File: config.mk
export PLATFORM = sky130hd
export DESIGN_NAME = binary_min_heap_queue
export DESIGN_NICKNAME = d
export VERILOG_FILES = /design/src/rtl/core/bmhq_pkg.sv /design/src/rtl/core/binary_min_heap_queue.sv /design/src/rtl/core/bmhq_ram.sv /design/src/rtl/core/bmhq_ctrl.sv
export SDC_FILE = /design/constraint.sdc
export NUM_CORES = 2
export LEC_CHECK = 0
export ABC_CLOCK_PERIOD_IN_PS = 5900
export BUFFER_PORTS_ARGS = -buffer_cell sky130_fd_sc_hd__buf_4
export CAP_MARGIN = 10
export CORE_UTILIZATION = 34
export DETAILED_ROUTE_END_ITERATION = 12
export GPL_TIMING_DRIVEN = 0
export SETUP_SLACK_MARGIN = 0.3
export SYNTH_ARGS = -nofsm -noshare
export SYNTH_HDL_FRONTEND = slang
export SYNTH_SLANG_ARGS = --single-unit
File: constraint.sdc
create_clock -name clk -period 5.9 [get_ports clk]
set_input_delay 0.295 -clock clk [delete_from_list [all_inputs] [get_ports clk]]
set_output_delay 0.295 -clock clk [all_outputs]
set_load 0.01 [all_outputs]
File: src/rtl/core/bmhq_pkg.sv
// Shared types and constants for the binary min-heap queue.
package bmhq_pkg;

    localparam int MAX_ENTRIES = 16;
    localparam int IDX_W       = $clog2(MAX_ENTRIES);
    localparam int CNT_W       = 5;
    localparam int CAP_W       = 5;
    localparam int KEY_W       = 64;
    localparam int DEV_W       = 8;

    typedef enum logic [1:0] {
        REQ_INSERT = 2'd0,
        REQ_POP    = 2'd1,
        REQ_CLEAR  = 2'd2
    } req_t;

    typedef enum logic [1:0] {
        ST_DONE      = 2'd0,
        ST_EMPTY_REC = 2'd1,
        ST_FULL      = 2'd2,
        ST_POP_EMPTY = 2'd3
    } status_t;

    typedef struct packed {
        logic [DEV_W-1:0] dev;
        logic [KEY_W-1:0] key;
    } entry_t;

    typedef struct packed {
        logic             we;
        logic [IDX_W-1:0] waddr;
        entry_t           wdata;
        logic [IDX_W-1:0] raddr_a;
        logic [IDX_W-1:0] raddr_b;
    } ram_req_t;

endpackage

File: src/rtl/core/binary_min_heap_queue.sv
// Insert starts at the first free slot; per level it reads the parent and compares, moving
// a larger parent down. Pop loads the root and last entry; per level it reads both children,
// picks the smaller and compares. Other requests go straight to done; one request at a time.
// Per-level cost is set by the registered heap memory read and the single key comparator.
// Result is held until taken; next request is accepted the cycle after it leaves.
// Reset empties the queue (fill count zero) and sets capacity to 16; no memory sweep.
module binary_min_heap_queue
    import bmhq_pkg::*;
(
    input  logic             clk,
    input  logic             rst_n,
    input  logic             in_valid,
    output logic             in_ready,
    input  logic [1:0]       req_type,
    input  logic [DEV_W-1:0] dev_id,
    input  logic [KEY_W-1:0] timing,
    output logic             out_valid,
    input  logic             out_ready,
    output logic [1:0]       status,
    output logic [DEV_W-1:0] out_dev_id,
    output logic [KEY_W-1:0] out_timing,
    output logic [CNT_W-1:0] queue_length,
    input  logic             cfg_valid,
    output logic             cfg_ready,
    input  logic [CAP_W-1:0] cfg_data
);

    logic [CAP_W-1:0] capacity_reg, capacity_next;
    logic             cfg_clear;
    ram_req_t         ram_req;
    entry_t           rdata_a;
    entry_t           rdata_b;

    assign cfg_ready = 1'b1;

    // Drop out-of-range capacity; a valid one empties the queue
    assign cfg_clear     = cfg_valid && cfg_ready && cfg_data <= CAP_W'(MAX_ENTRIES);
    assign capacity_next = cfg_clear ? cfg_data : capacity_reg;

    always_ff @(posedge clk or negedge rst_n)
    begin
        if (!rst_n)
        begin
            capacity_reg <= CAP_W'(MAX_ENTRIES);
        end
        else
        begin
            capacity_reg <= capacity_next;
        end
    end

    bmhq_ctrl u_ctrl (
        .clk        (clk),
        .rst_n      (rst_n),
        .in_valid   (in_valid),
        .in_ready   (in_ready),
        .req_type   (req_type),
        .dev_id     (dev_id),
        .timing     (timing),
        .out_valid  (out_valid),
        .out_ready  (out_ready),
        .status     (status),
        .out_dev_id (out_dev_id),
        .out_timing (out_timing),
        .fill_count (queue_length),
        .capacity   (capacity_reg),
        .cfg_clear  (cfg_clear),
        .ram_req    (ram_req),
        .rdata_a    (rdata_a),
        .rdata_b    (rdata_b)
    );

    bmhq_ram u_ram (
        .clk     (clk),
        .ram_req (ram_req),
        .rdata_a (rdata_a),
        .rdata_b (rdata_b)
    );

endmodule

File: src/rtl/core/bmhq_ram.sv
// Heap storage: one write port, two registered read ports.
module bmhq_ram
    import bmhq_pkg::*;
(
    input  logic     clk,
    input  ram_req_t ram_req,
    output entry_t   rdata_a,
    output entry_t   rdata_b
);

    entry_t mem [MAX_ENTRIES];

    always_ff @(posedge clk)
    begin
        if (ram_req.we)
        begin
            mem[ram_req.waddr] <= ram_req.wdata;
        end
    end

    always_ff @(posedge clk)
    begin
        rdata_a <= mem[ram_req.raddr_a];
        rdata_b <= mem[ram_req.raddr_b];
    end

endmodule

File: src/rtl/core/bmhq_ctrl.sv
// Request sequencer with one shared key comparator for sift up and sift down.
module bmhq_ctrl
    import bmhq_pkg::*;
(
    input  logic             clk,
    input  logic             rst_n,
    input  logic             in_valid,
    output logic             in_ready,
    input  logic [1:0]       req_type,
    input  logic [DEV_W-1:0] dev_id,
    input  logic [KEY_W-1:0] timing,
    output logic             out_valid,
    input  logic             out_ready,
    output logic [1:0]       status,
    output logic [DEV_W-1:0] out_dev_id,
    output logic [KEY_W-1:0] out_timing,
    output logic [CNT_W-1:0] fill_count,
    input  logic [CAP_W-1:0] capacity,
    input  logic             cfg_clear,
    output ram_req_t         ram_req,
    input  entry_t           rdata_a,
    input  entry_t           rdata_b
);

    typedef enum logic [2:0] {
        S_IDLE,
        S_UP_RD,
        S_UP_CMP,
        S_POP_LD,
        S_DN_RD,
        S_DN_SEL,
        S_DN_CMP,
        S_DONE
    } state_t;

    state_t           state_reg,  state_next;
    logic [CNT_W-1:0] fill_reg,   fill_next;
    logic [IDX_W-1:0] idx_reg,    idx_next;
    logic [IDX_W-1:0] cidx_reg,   cidx_next;
    entry_t           cur_reg,    cur_next;
    entry_t           child_reg,  child_next;
    logic [1:0]       status_reg, status_next;
    logic [DEV_W-1:0] odev_reg,   odev_next;
    logic [KEY_W-1:0] okey_reg,   okey_next;

    logic             in_fire;
    logic [KEY_W-1:0] cmp_lhs;
    logic [KEY_W-1:0] cmp_rhs;
    logic             cmp_lt;
    logic [IDX_W-1:0] parent_idx;
    logic [IDX_W+1:0] left_idx;
    logic [IDX_W+1:0] right_idx;
    logic [IDX_W+1:0] fill_ext;
    logic             left_out;
    logic             right_out;

    assign in_fire    = in_valid && in_ready;
    assign parent_idx = IDX_W'((idx_reg - IDX_W'(1)) >> 1);
    assign left_idx   = {1'b0, idx_reg, 1'b1};
    assign right_idx  = {1'b0, idx_reg, 1'b0} + (IDX_W+2)'(2);
    assign fill_ext   = (IDX_W+2)'(fill_reg);
    assign left_out   = left_idx >= fill_ext;
    assign right_out  = right_idx >= fill_ext;

    // Shared comparator: operands steered by the sequencer
    always_comb
    begin
        case (state_reg)
            S_UP_CMP:
            begin
                cmp_lhs = cur_reg.key;
                cmp_rhs = rdata_a.key;
            end
            S_DN_SEL:
            begin
                cmp_lhs = rdata_a.key;
                cmp_rhs = rdata_b.key;
            end
            default:
            begin
                cmp_lhs = child_reg.key;
                cmp_rhs = cur_reg.key;
            end
        endcase
    end

    assign cmp_lt = cmp_lhs < cmp_rhs;

    always_comb
    begin
        state_next  = state_reg;
        fill_next   = fill_reg;
        idx_next    = idx_reg;
        cidx_next   = cidx_reg;
        cur_next    = cur_reg;
        child_next  = child_reg;
        status_next = status_reg;
        odev_next   = odev_reg;
        okey_next   = okey_reg;

        ram_req.we      = 1'b0;
        ram_req.waddr   = idx_reg;
        ram_req.wdata   = cur_reg;
        ram_req.raddr_a = '0;
        ram_req.raddr_b = '0;

        case (state_reg)
            S_IDLE:
            begin
                ram_req.raddr_b = IDX_W'(fill_reg - CNT_W'(1));
                if (in_fire)
                begin
                    status_next = ST_DONE;
                    odev_next   = '0;
                    okey_next   = '0;
                    state_next  = S_DONE;
                    case (req_type)
                        REQ_INSERT:
                        begin
                            if (dev_id == '0 && timing == '0)
                            begin
                                status_next = ST_EMPTY_REC;
                            end
                            else if (fill_reg >= capacity ||
                                     fill_reg >= CNT_W'(MAX_ENTRIES))
                            begin
                                status_next = ST_FULL;
                            end
                            else
                            begin
                                cur_next.dev = dev_id;
                                cur_next.key = timing;
                                idx_next     = IDX_W'(fill_reg);
                                fill_next    = fill_reg + CNT_W'(1);
                                state_next   = S_UP_RD;
                            end
                        end
                        REQ_POP:
                        begin
                            if (fill_reg == '0)
                            begin
                                status_next = ST_POP_EMPTY;
                            end
                            else
                            begin
                                state_next = S_POP_LD;
                            end
                        end
                        REQ_CLEAR:
                        begin
                            fill_next = '0;
                        end
                        default:
                        begin
                        end
                    endcase
                end
            end
            S_UP_RD:
            begin
                ram_req.raddr_a = parent_idx;
                if (idx_reg == '0)
                begin
                    ram_req.we = 1'b1;
                    state_next = S_DONE;
                end
                else
                begin
                    state_next = S_UP_CMP;
                end
            end
            S_UP_CMP:
            begin
                ram_req.we = 1'b1;
                // parent strictly larger: move it down into the hole
                if (cmp_lt)
                begin
                    ram_req.wdata = rdata_a;
                    idx_next      = parent_idx;
                    state_next    = S_UP_RD;
                end
                else
                begin
                    state_next = S_DONE;
                end
            end
            S_POP_LD:
            begin
                odev_next  = rdata_a.dev;
                okey_next  = rdata_a.key;
                cur_next   = rdata_b;
                fill_next  = fill_reg - CNT_W'(1);
                idx_next   = '0;
                state_next = S_DN_RD;
            end
            S_DN_RD:
            begin
                ram_req.raddr_a = IDX_W'(left_idx);
                ram_req.raddr_b = IDX_W'(right_idx);
                if (left_out)
                begin
                    ram_req.we = 1'b1;
                    state_next = S_DONE;
                end
                else
                begin
                    state_next = S_DN_SEL;
                end
            end
            S_DN_SEL:
            begin
                // ties go to the right child
                if (right_out || cmp_lt)
                begin
                    child_next = rdata_a;
                    cidx_next  = IDX_W'(left_idx);
                end
                else
                begin
                    child_next = rdata_b;
                    cidx_next  = IDX_W'(right_idx);
                end
                state_next = S_DN_CMP;
            end
            S_DN_CMP:
            begin
                ram_req.we = 1'b1;
                if (cmp_lt)
                begin
                    ram_req.wdata = child_reg;
                    idx_next      = cidx_reg;
                    state_next    = S_DN_RD;
                end
                else
                begin
                    state_next = S_DONE;
                end
            end
            S_DONE:
            begin
                if (out_ready)
                begin
                    state_next = S_IDLE;
                end
            end
            default:
            begin
                state_next = S_IDLE;
            end
        endcase

        if (cfg_clear)
        begin
            fill_next = '0;
        end
    end

    always_ff @(posedge clk or negedge rst_n)
    begin
        if (!rst_n)
        begin
            state_reg  <= S_IDLE;
            fill_reg   <= '0;
            idx_reg    <= '0;
            cidx_reg   <= '0;
            cur_reg    <= '0;
            child_reg  <= '0;
            status_reg <= ST_DONE;
            odev_reg   <= '0;
            okey_reg   <= '0;
        end
        else
        begin
            state_reg  <= state_next;
            fill_reg   <= fill_next;
            idx_reg    <= idx_next;
            cidx_reg   <= cidx_next;
            cur_reg    <= cur_next;
            child_reg  <= child_next;
            status_reg <= status_next;
            odev_reg   <= odev_next;
            okey_reg   <= okey_next;
        end
    end

    assign in_ready   = state_reg == S_IDLE;
    assign out_valid  = state_reg == S_DONE;
    assign status     = status_reg;
    assign out_dev_id = odev_reg;
    assign out_timing = okey_reg;
    assign fill_count = fill_reg;

    a_pop_empty: assert property (@(posedge clk) disable iff (!rst_n)
        in_fire && req_type == REQ_POP && fill_reg == '0
        |=> state_reg == S_DONE && status_reg == ST_POP_EMPTY)
        else $error("pop on empty queue not reported");

    a_refused_zero: assert property (@(posedge clk) disable iff (!rst_n)
        out_valid && status_reg != ST_DONE |-> odev_reg == '0 && okey_reg == '0)
        else $error("refused request carries a record");

    a_fill_bound: assert property (@(posedge clk) disable iff (!rst_n)
        fill_reg <= CNT_W'(MAX_ENTRIES))
        else $error("fill count beyond storage depth");

    a_write_in_sift: assert property (@(posedge clk) disable iff (!rst_n)
        ram_req.we |-> state_reg == S_UP_RD || state_reg == S_UP_CMP ||
                       state_reg == S_DN_RD || state_reg == S_DN_CMP)
        else $error("heap write outside a sift");

endmodule
Word level (Yosys, flattened, before mapping)
Memory sizes are Yosys's and may differ from the RTL's. A register that Yosys moved wholly into a read port is not among the register bits.
Index checks and enable logic that the tools add are counted.
{ "word_totals": {"regBits": 239, "ram_bits": 1152, "inputBits": 84, "output_inout_bits": 82, "word_cells": 115, "memories": 1} }
{ "memory_table": {"columns": ["name", "words", "width", "read_ports", "rd_clocked_by_memory_dff", "wr", "line", "rtl"], "rows": [
  ["u_ram.mem", 16, 72, 2, 2, 1, "bmhq_ram.sv:11", "entry_t mem [MAX_ENTRIES];"]
]} }
{ "classes": {"add_sub_neg": 4, "magnitude_cmp": 6, "eq_ne": 20, "n_mux": 51, "reduce_logical": 21} }
{ "ops": {"columns": ["op", "count"], "rows": [
  ["$mux W72", 7],
  ["$pmux W64 S2", 3],
  ["$pmux W72 S2", 2],
  ["$logic_not A64 Y1", 1],
  ["$lt A64 B64 Y1", 1],
  ["$mux W64", 1],
  ["$mux W4", 7],
  ["$pmux W3 S8", 1],
  ["$mux W3", 7],
  ["$mux W5", 4],
  ["$pmux W5 S2", 2],
  ["$pmux W4 S2", 2],
  ["$pmux W4 S4", 1],
  ["$pmux W8 S2", 1],
  ["$eq A3 B3 Y1 const B", 4],
  ["$ne A4 B4 Y1 const B", 3],
  ["$ge A5 B5 Y1", 2],
  ["$mux W2", 5],
  ["$reduce_and A5 Y1", 2],
  ["$logic_not A8 Y1", 1],
  ["$mux W8", 1],
  ["$ne A2 B2 Y1 const B", 4],
  ["$reduce_and A7 Y1", 1],
  ["$add A5 B2 Y6 const B", 1],
  ["27 further kinds", 38]
]} }

Depth between registers and ports, before layout
{ "logic_depth": {"word_depth": 8, "ltp_mapped": 21, "mapped_depth_nobuf": 14} }

Modules after synthesis
A second synthesis with hierarchy kept.
{ "hier_totals": {"hier_cells": 4841, "hier_area_um2": 71593.7} }
{ "by_module_without_submodules": {"columns": ["module", "n_inst", "cells_per_inst", "area_each_um2", "seq_area_each_um2"], "rows": [
  ["bmhq_ram", 1, 2525, 54258.3, 37475.9],
  ["bmhq_ctrl", 1, 2285, 17032.6, 5855.6],
  ["binary_min_heap_queue", 1, 31, 302.8, 126.4]
]} }

Least setup slack after synthesis
Ideal clock, no wire load.
{ "synth_timing": {"path_kind": "register to register", "startpoint": "reg u_ctrl.state_reg[0]", "endpoint": "mem u_ram.mem[0][11] (netlist name), data pin", "setup_time_ns": 0.330, "arrival_time_ns": 4.243, "required_time_ns": 5.570, "setup_slack_ns": 1.326, "stages_incl_launch_ff": 19, "n_path_buf": 6, "synth_period_minus_slack_ns": 4.574, "path_cell_list": "dfrtp_1 > buf_6 > clkbuf_1 > nand2b_1 > nor2_1 > clkbuf_1 > buf_1 > a21oi_1 > a21oi_1 > ha_1 > a21oi_1 > nand2_1 > a221oi_1 > nor2_1 > nor4_1 > nand4_1 > buf_2 > clkbuf_1 > o21ai_0"} }
{ "synth_rtl": {"columns": ["element", "line", "rtl"], "rows": [
  ["start: declaration", "bmhq_ctrl.sv:36", "state_t state_reg, state_next;"],
  ["start signal: assignment", "bmhq_ctrl.sv:274", "state_reg <= state_next;"],
  ["end: declaration", "bmhq_ram.sv:11", null]
]} }

Worst setup path after layout
{ "layout_timing": {"startpoint": "reg u_ctrl.fill_reg[1], in the netlist u_ctrl.fill_count[1]", "endpoint": "reg, netlist name u_ram.rdata_b[64]"} }
{ "layout_between": {"elab_chain_len": 2} }
{ "layout_rtl": {"columns": ["element", "line", "rtl"], "rows": [
  ["start: declaration", "bmhq_ctrl.sv:37", "logic [CNT_W-1:0] fill_reg, fill_next;"],
  ["start signal: assignment", "bmhq_ctrl.sv:275", "fill_reg <= fill_next;"],
  ["$sub A5 B1 Y5", "bmhq_ctrl.sv:110", "ram_req.raddr_b = IDX_W'(fill_reg - CNT_W'(1));"],
  ["$pmux W4 S2", "bmhq_ctrl.sv:107", "case (state_reg)"]
]} }
Every way passes these cells.
A chain may end at the register's enable or synchronous reset.

==> metrics.txt <==
# TYPE chip_impl_metric gauge
chip_impl_info{name="layout.cells.most_common_list",value="sky130_fd_sc_hd__edfxtp_1, sky130_fd_sc_hd__nand2_1, sky130_fd_sc_hd__mux4_2"} 1
chip_impl_metric{name="postSynthNetCount",unit=""} 5082
chip_impl_metric{name="detail_route.first_pass.iterations",unit=""} 6
chip_impl_info{name="tritoncts",value="yes"} 1
chip_impl_metric{name="htree_levels",unit=""} 4
chip_impl_metric{name="synth-edff-count",unit=""} 1152
chip_impl_metric{name="fp.coreArea",unit="um2"} 210000
chip_impl_info{name="regToRegEndpoint",value="u_ram.rdata_b[64]"} 1
chip_impl_metric{name="first_pass_grt_wire_length",unit="um"} 362000
chip_impl_metric{name="design_power_total",unit="W"} 0.0555
chip_impl_metric{name="worstPathBufferInverterCount",unit=""} 5
chip_impl_metric{name="start_util",unit="%"} 34.3
chip_impl_metric{name="timing.hold.worst_path_depth",unit=""} 3
chip_impl_metric{name="critical_path.max_fanout",unit=""} 12
chip_impl_info{name="cpMaxStageDelayCell",value="sky130_fd_sc_hd__buf_2"} 1
chip_impl_metric{name="maxCapViolCount",unit=""} 0
chip_impl_metric{name="cts.reportedPaths.clkPinSlew",unit="ps"} 60
chip_impl_metric{name="synth_warnings",unit=""} 0
chip_impl_metric{name="cts-buffers-inserted",unit=""} 170
chip_impl_metric{name="final.period_utilization",unit="%"} 93.3
chip_impl_metric{name="pin_count_of_the_biggest_net_entering_global_routing",unit=""} 101
chip_impl_metric{name="worst_slew_margin_rel",unit="%"} 4.05
chip_impl_metric{name="vias_in_the_first_global_route",unit=""} 49800
chip_impl_metric{name="vias_per_cell",unit=""} 5.89
chip_impl_metric{name="r2r.worst_path.cells",unit=""} 10
chip_impl_metric{name="crit_path_max_incr_delay",unit="ps"} 850
chip_impl_info{name="largest-register",value="u_ram.mem"} 1
chip_impl_metric{name="finalHoldViolCount",unit=""} 0
chip_impl_info{name="timing.critical_path.mode_cell",value="sky130_fd_sc_hd__buf_2"} 1
chip_impl_metric{name="crit_required",unit="ps"} 6520
chip_impl_metric{name="floorplan.die_area",unit="um2"} 214000
chip_impl_metric{name="finish.utilization",unit="%"} 40.6
chip_impl_metric{name="area_growth_synth_to_finish",unit="%"} 18.2
chip_impl_metric{name="final_antenna_net_count",unit=""} 0
chip_impl_metric{name="worst-endpoint-arrival",unit="ps"} 6130
chip_impl_info{name="min_path_type",value="in2reg"} 1
chip_impl_metric{name="die_h",unit="um"} 462
chip_impl_metric{name="post_synth_inst_count",unit=""} 4915
chip_impl_info{name="most_common_library_cell_in_the_layout_ignoring_fill_and_taps",value="sky130_fd_sc_hd__edfxtp_1"} 1
chip_impl_metric{name="holdWs",unit="ps"} 69.2
chip_impl_metric{name="setup_viol",unit=""} 0
chip_impl_metric{name="row_cnt",unit=""} 168
chip_impl_info{name="ys_top_cells_by_area",value="sky130_fd_sc_hd__edfxtp_1, sky130_fd_sc_hd__mux4_2, sky130_fd_sc_hd__dfrtp_1"} 1
chip_impl_metric{name="fmax",unit="GHz"} 0.182
chip_impl_info{name="ys_dominant_reg_cell",value="sky130_fd_sc_hd__edfxtp_1"} 1
chip_impl_metric{name="cts-root-to-sink-buffers",unit=""} 3
chip_impl_info{name="cts.root.buffer_cell",value="sky130_fd_sc_hd__clkbuf_16"} 1
chip_impl_metric{name="via_count",unit=""} 49500
chip_impl_metric{name="grtUsageTotal",unit="%"} 23.5
chip_impl_metric{name="wl_per_cell",unit="um"} 30.5
chip_impl_metric{name="vdd.ir_drop.worst",unit="V"} 0.000577
chip_impl_metric{name="powerDensity",unit="nW/um2"} 652
chip_impl_metric{name="drive_above_1_share",unit="%"} 23.9
chip_impl_info{name="holdCritStartpoint",value="out_ready"} 1
chip_impl_metric{name="largest_register_ffs",unit=""} 1152
chip_impl_metric{name="hpwlAfterDp",unit="um"} 179000
chip_impl_info{name="run_status",value="finished, final reports clean"} 1
chip_impl_metric{name="port_buffers",unit=""} 164
chip_impl_metric{name="tightestPinTransition",unit="ps"} 1440
chip_impl_metric{name="synth-seq-cells",unit=""} 1535
chip_impl_info{name="grt_setup_unrepaired",value="false"} 1
chip_impl_info{name="criticalPathCategory",value="reg2reg"} 1
chip_impl_metric{name="finalSetupTns",unit="ps"} 0
chip_impl_info{name="cpLargestDelayFamily",value="buffers and inverters"} 1
chip_impl_info{name="start_kind",value="flop"} 1
chip_impl_info{name="critical_path_end_type",value="flop"} 1
chip_impl_info{name="yosys_top_cell_by_area",value="sky130_fd_sc_hd__edfxtp_1"} 1
chip_impl_metric{name="static-leakage-power",unit="nW"} 30.0
chip_impl_metric{name="die_x",unit="um"} 462
chip_impl_metric{name="clock_sinks",unit=""} 1535
chip_impl_metric{name="antenna_found_initial",unit=""} 15
chip_impl_metric{name="timing.reg2reg.setup_slack",unit="ps"} 390
chip_impl_metric{name="worstSkewPairLatency",unit="ps"} 860
chip_impl_metric{name="synthesis.area_per_instance",unit="um2"} 14.7
chip_impl_metric{name="worst_clock_skew",unit="ps"} 71.2
chip_impl_info{name="min_to",value="u_ctrl.state_reg[1]"} 1
chip_impl_metric{name="detail_route.wirelength",unit="um"} 257000
chip_impl_metric{name="io_pins",unit=""} 166
chip_impl_metric{name="post_synth_instance_area",unit="um2"} 72100
chip_impl_metric{name="number_of_nets_in_the_layout",unit=""} 5617
chip_impl_metric{name="period_minus_slack",unit="ps"} 5510
chip_impl_metric{name="final_max_slew_viol_count",unit=""} 0
chip_impl_metric{name="1st_iter_drt_viols",unit=""} 6145
chip_impl_metric{name="seq_total_area_yosys",unit="%"} 60.3
chip_impl_metric{name="async_reset_ff_share",unit="%"} 15.6
chip_impl_info{name="crit_chain",value="inv_1, ha_1, a2111oi_0, buf_2, buf_2, buf_4, buf_2, mux4_2, nand2_1, a31oi_1"} 1
chip_impl_metric{name="post-synth-top-area-fraction",unit="%"} 48.0
chip_impl_metric{name="grt_overflow_total",unit=""} 0
chip_impl_info{name="r2r_start",value="u_ctrl.fill_count[1]"} 1
chip_impl_metric{name="place.gp.congestion",unit=""} 0.947
chip_impl_metric{name="drc_errors",unit=""} 0
chip_impl_metric{name="yosysUniqueCellTypes",unit=""} 65
-- worst min-delay path: stages --
cell,delay [ps]
sky130_fd_sc_hd__buf_4,110
sky130_fd_sc_hd__nand2b_1,300
sky130_fd_sc_hd__o221ai_1,160
-- how the worst max path moves through the flow --
stage / from / depth (start not counted) / endpoint / slack [ps]
finish: u_ctrl.fill_count[1] / 10 / u_ram.rdata_b[64] / 390
global route: u_ctrl.state_reg[0] / 20 / u_ram.mem[4][7] / 310
CTS: u_ctrl.state_reg[2] / 21 / u_ram.mem[9][8] / 300
detailed placement: u_ctrl.state_reg[2] / 17 / u_ram.mem[2][68] / -1940
global placement: u_ctrl.state_reg[2] / 16 / u_ram.mem[13][25] / -2340
floorplan: u_ctrl.state_reg[0] / 18 / u_ram.mem[0][11] / 1330
-- routing by layer --
| metal | wire [um] | vias to the layer above | GRT usage [%] |
|---|---|---|---|
| met3 | 23800 | 571 | 4.94 |
| met4 | 14600 | 8 | 13.0 |
| met2 | 117000 | 2631 | 36.3 |
| li1 | - | 20400 | - |
| met1 | 101000 | 25900 | 31.0 |
| met5 | 48 | - | 0 |
-- cell usage after synthesis (8+ instances only) --
library cell and count:
sky130_fd_sc_hd__edfxtp_1 1152, sky130_fd_sc_hd__nand2_1 856, sky130_fd_sc_hd__mux4_2 576, sky130_fd_sc_hd__clkbuf_1 245, sky130_fd_sc_hd__dfrtp_1 238, sky130_fd_sc_hd__mux2i_1 221
sky130_fd_sc_hd__o21ai_0 201, sky130_fd_sc_hd__a21oi_1 197, sky130_fd_sc_hd__a211oi_1 151, sky130_fd_sc_hd__and2_1 148, sky130_fd_sc_hd__a31oi_1 147, sky130_fd_sc_hd__dfxtp_1 144
sky130_fd_sc_hd__nand3_1 109, sky130_fd_sc_hd__buf_2 85, sky130_fd_sc_hd__ha_1 83, sky130_fd_sc_hd__nor2_1 69, sky130_fd_sc_hd__a22oi_1 35, sky130_fd_sc_hd__buf_1 32
sky130_fd_sc_hd__o211ai_1 26, sky130_fd_sc_hd__nor4_1 21, sky130_fd_sc_hd__and3_1 19, sky130_fd_sc_hd__inv_1 18, sky130_fd_sc_hd__nand4_1 16, sky130_fd_sc_hd__buf_4 11
sky130_fd_sc_hd__a22o_1 9, sky130_fd_sc_hd__nand2b_1 9, sky130_fd_sc_hd__nand3_2 8, sky130_fd_sc_hd__nor2b_1 8, sky130_fd_sc_hd__o211ai_2 8
-- through the flow --
stage | setup slack [ps] | area [um2] | instances
after detailed placement | -1940 | 78400 | 7994
after global routing | 307 | 85100 | 8406
after floorplan | 1330 | 72100 | 4915
after global placement | -2340 | 76800 | 7884
final | 393 | 85200 | 8418
after CTS | 300 | 85000 | 8400
-- repair_timing --
action                                 in CTS  in global routing
resized for setup                          68                 43
buffers inserted                            1                  1
hold buffers                               86                  0
pin swaps                                   1                  2
setup endpoints to repair                1235               1009
gates cloned                                0                  1
endpoints found under the hold margin     322                  0
-- power breakdown --
part	total (W)	leakage [nW]	switching, W	internal, W
clock	0.0107	2.70	0.00464	0.00606
sequential	0.0187	14.7	0.00207	0.0166
combinational	0.0261	12.6	0.0162	0.00989
total	0.0555	30.0	0.0230	0.0326
-- final cells by class --
cell class / instances / area, um2
Tap cell: 2805 / 3510
Timing Repair Buffer: 363 / 3620
Inverter: 18 / 67.6
Buffer: 381 / 1790
Clock buffer: 231 / 4680
Sequential cell: 1535 / 43500
Fill cell: 19100 / 125000
Clock inverter: 88 / 902
Multi-Input combinational cell: 2981 / 27100
Antenna cell: 16 / 40.0
-- cells by family after synthesis --
kind of cell | after synthesis | share of synthesized area, %
buffers and inverters | 399 | 2.37
and+or+nand+nor | 1283 | 7.79
adders and majority gates | 83 | 1.44
muxes | 799 | 21.1
other | 1 | 0.00520
DFF | 1535 | 60.3
AOI/OAI and AO/OA | 808 | 6.89
xor gates and xnor gates | 7 | 0.0851
(Power assumes the default switching activity.)
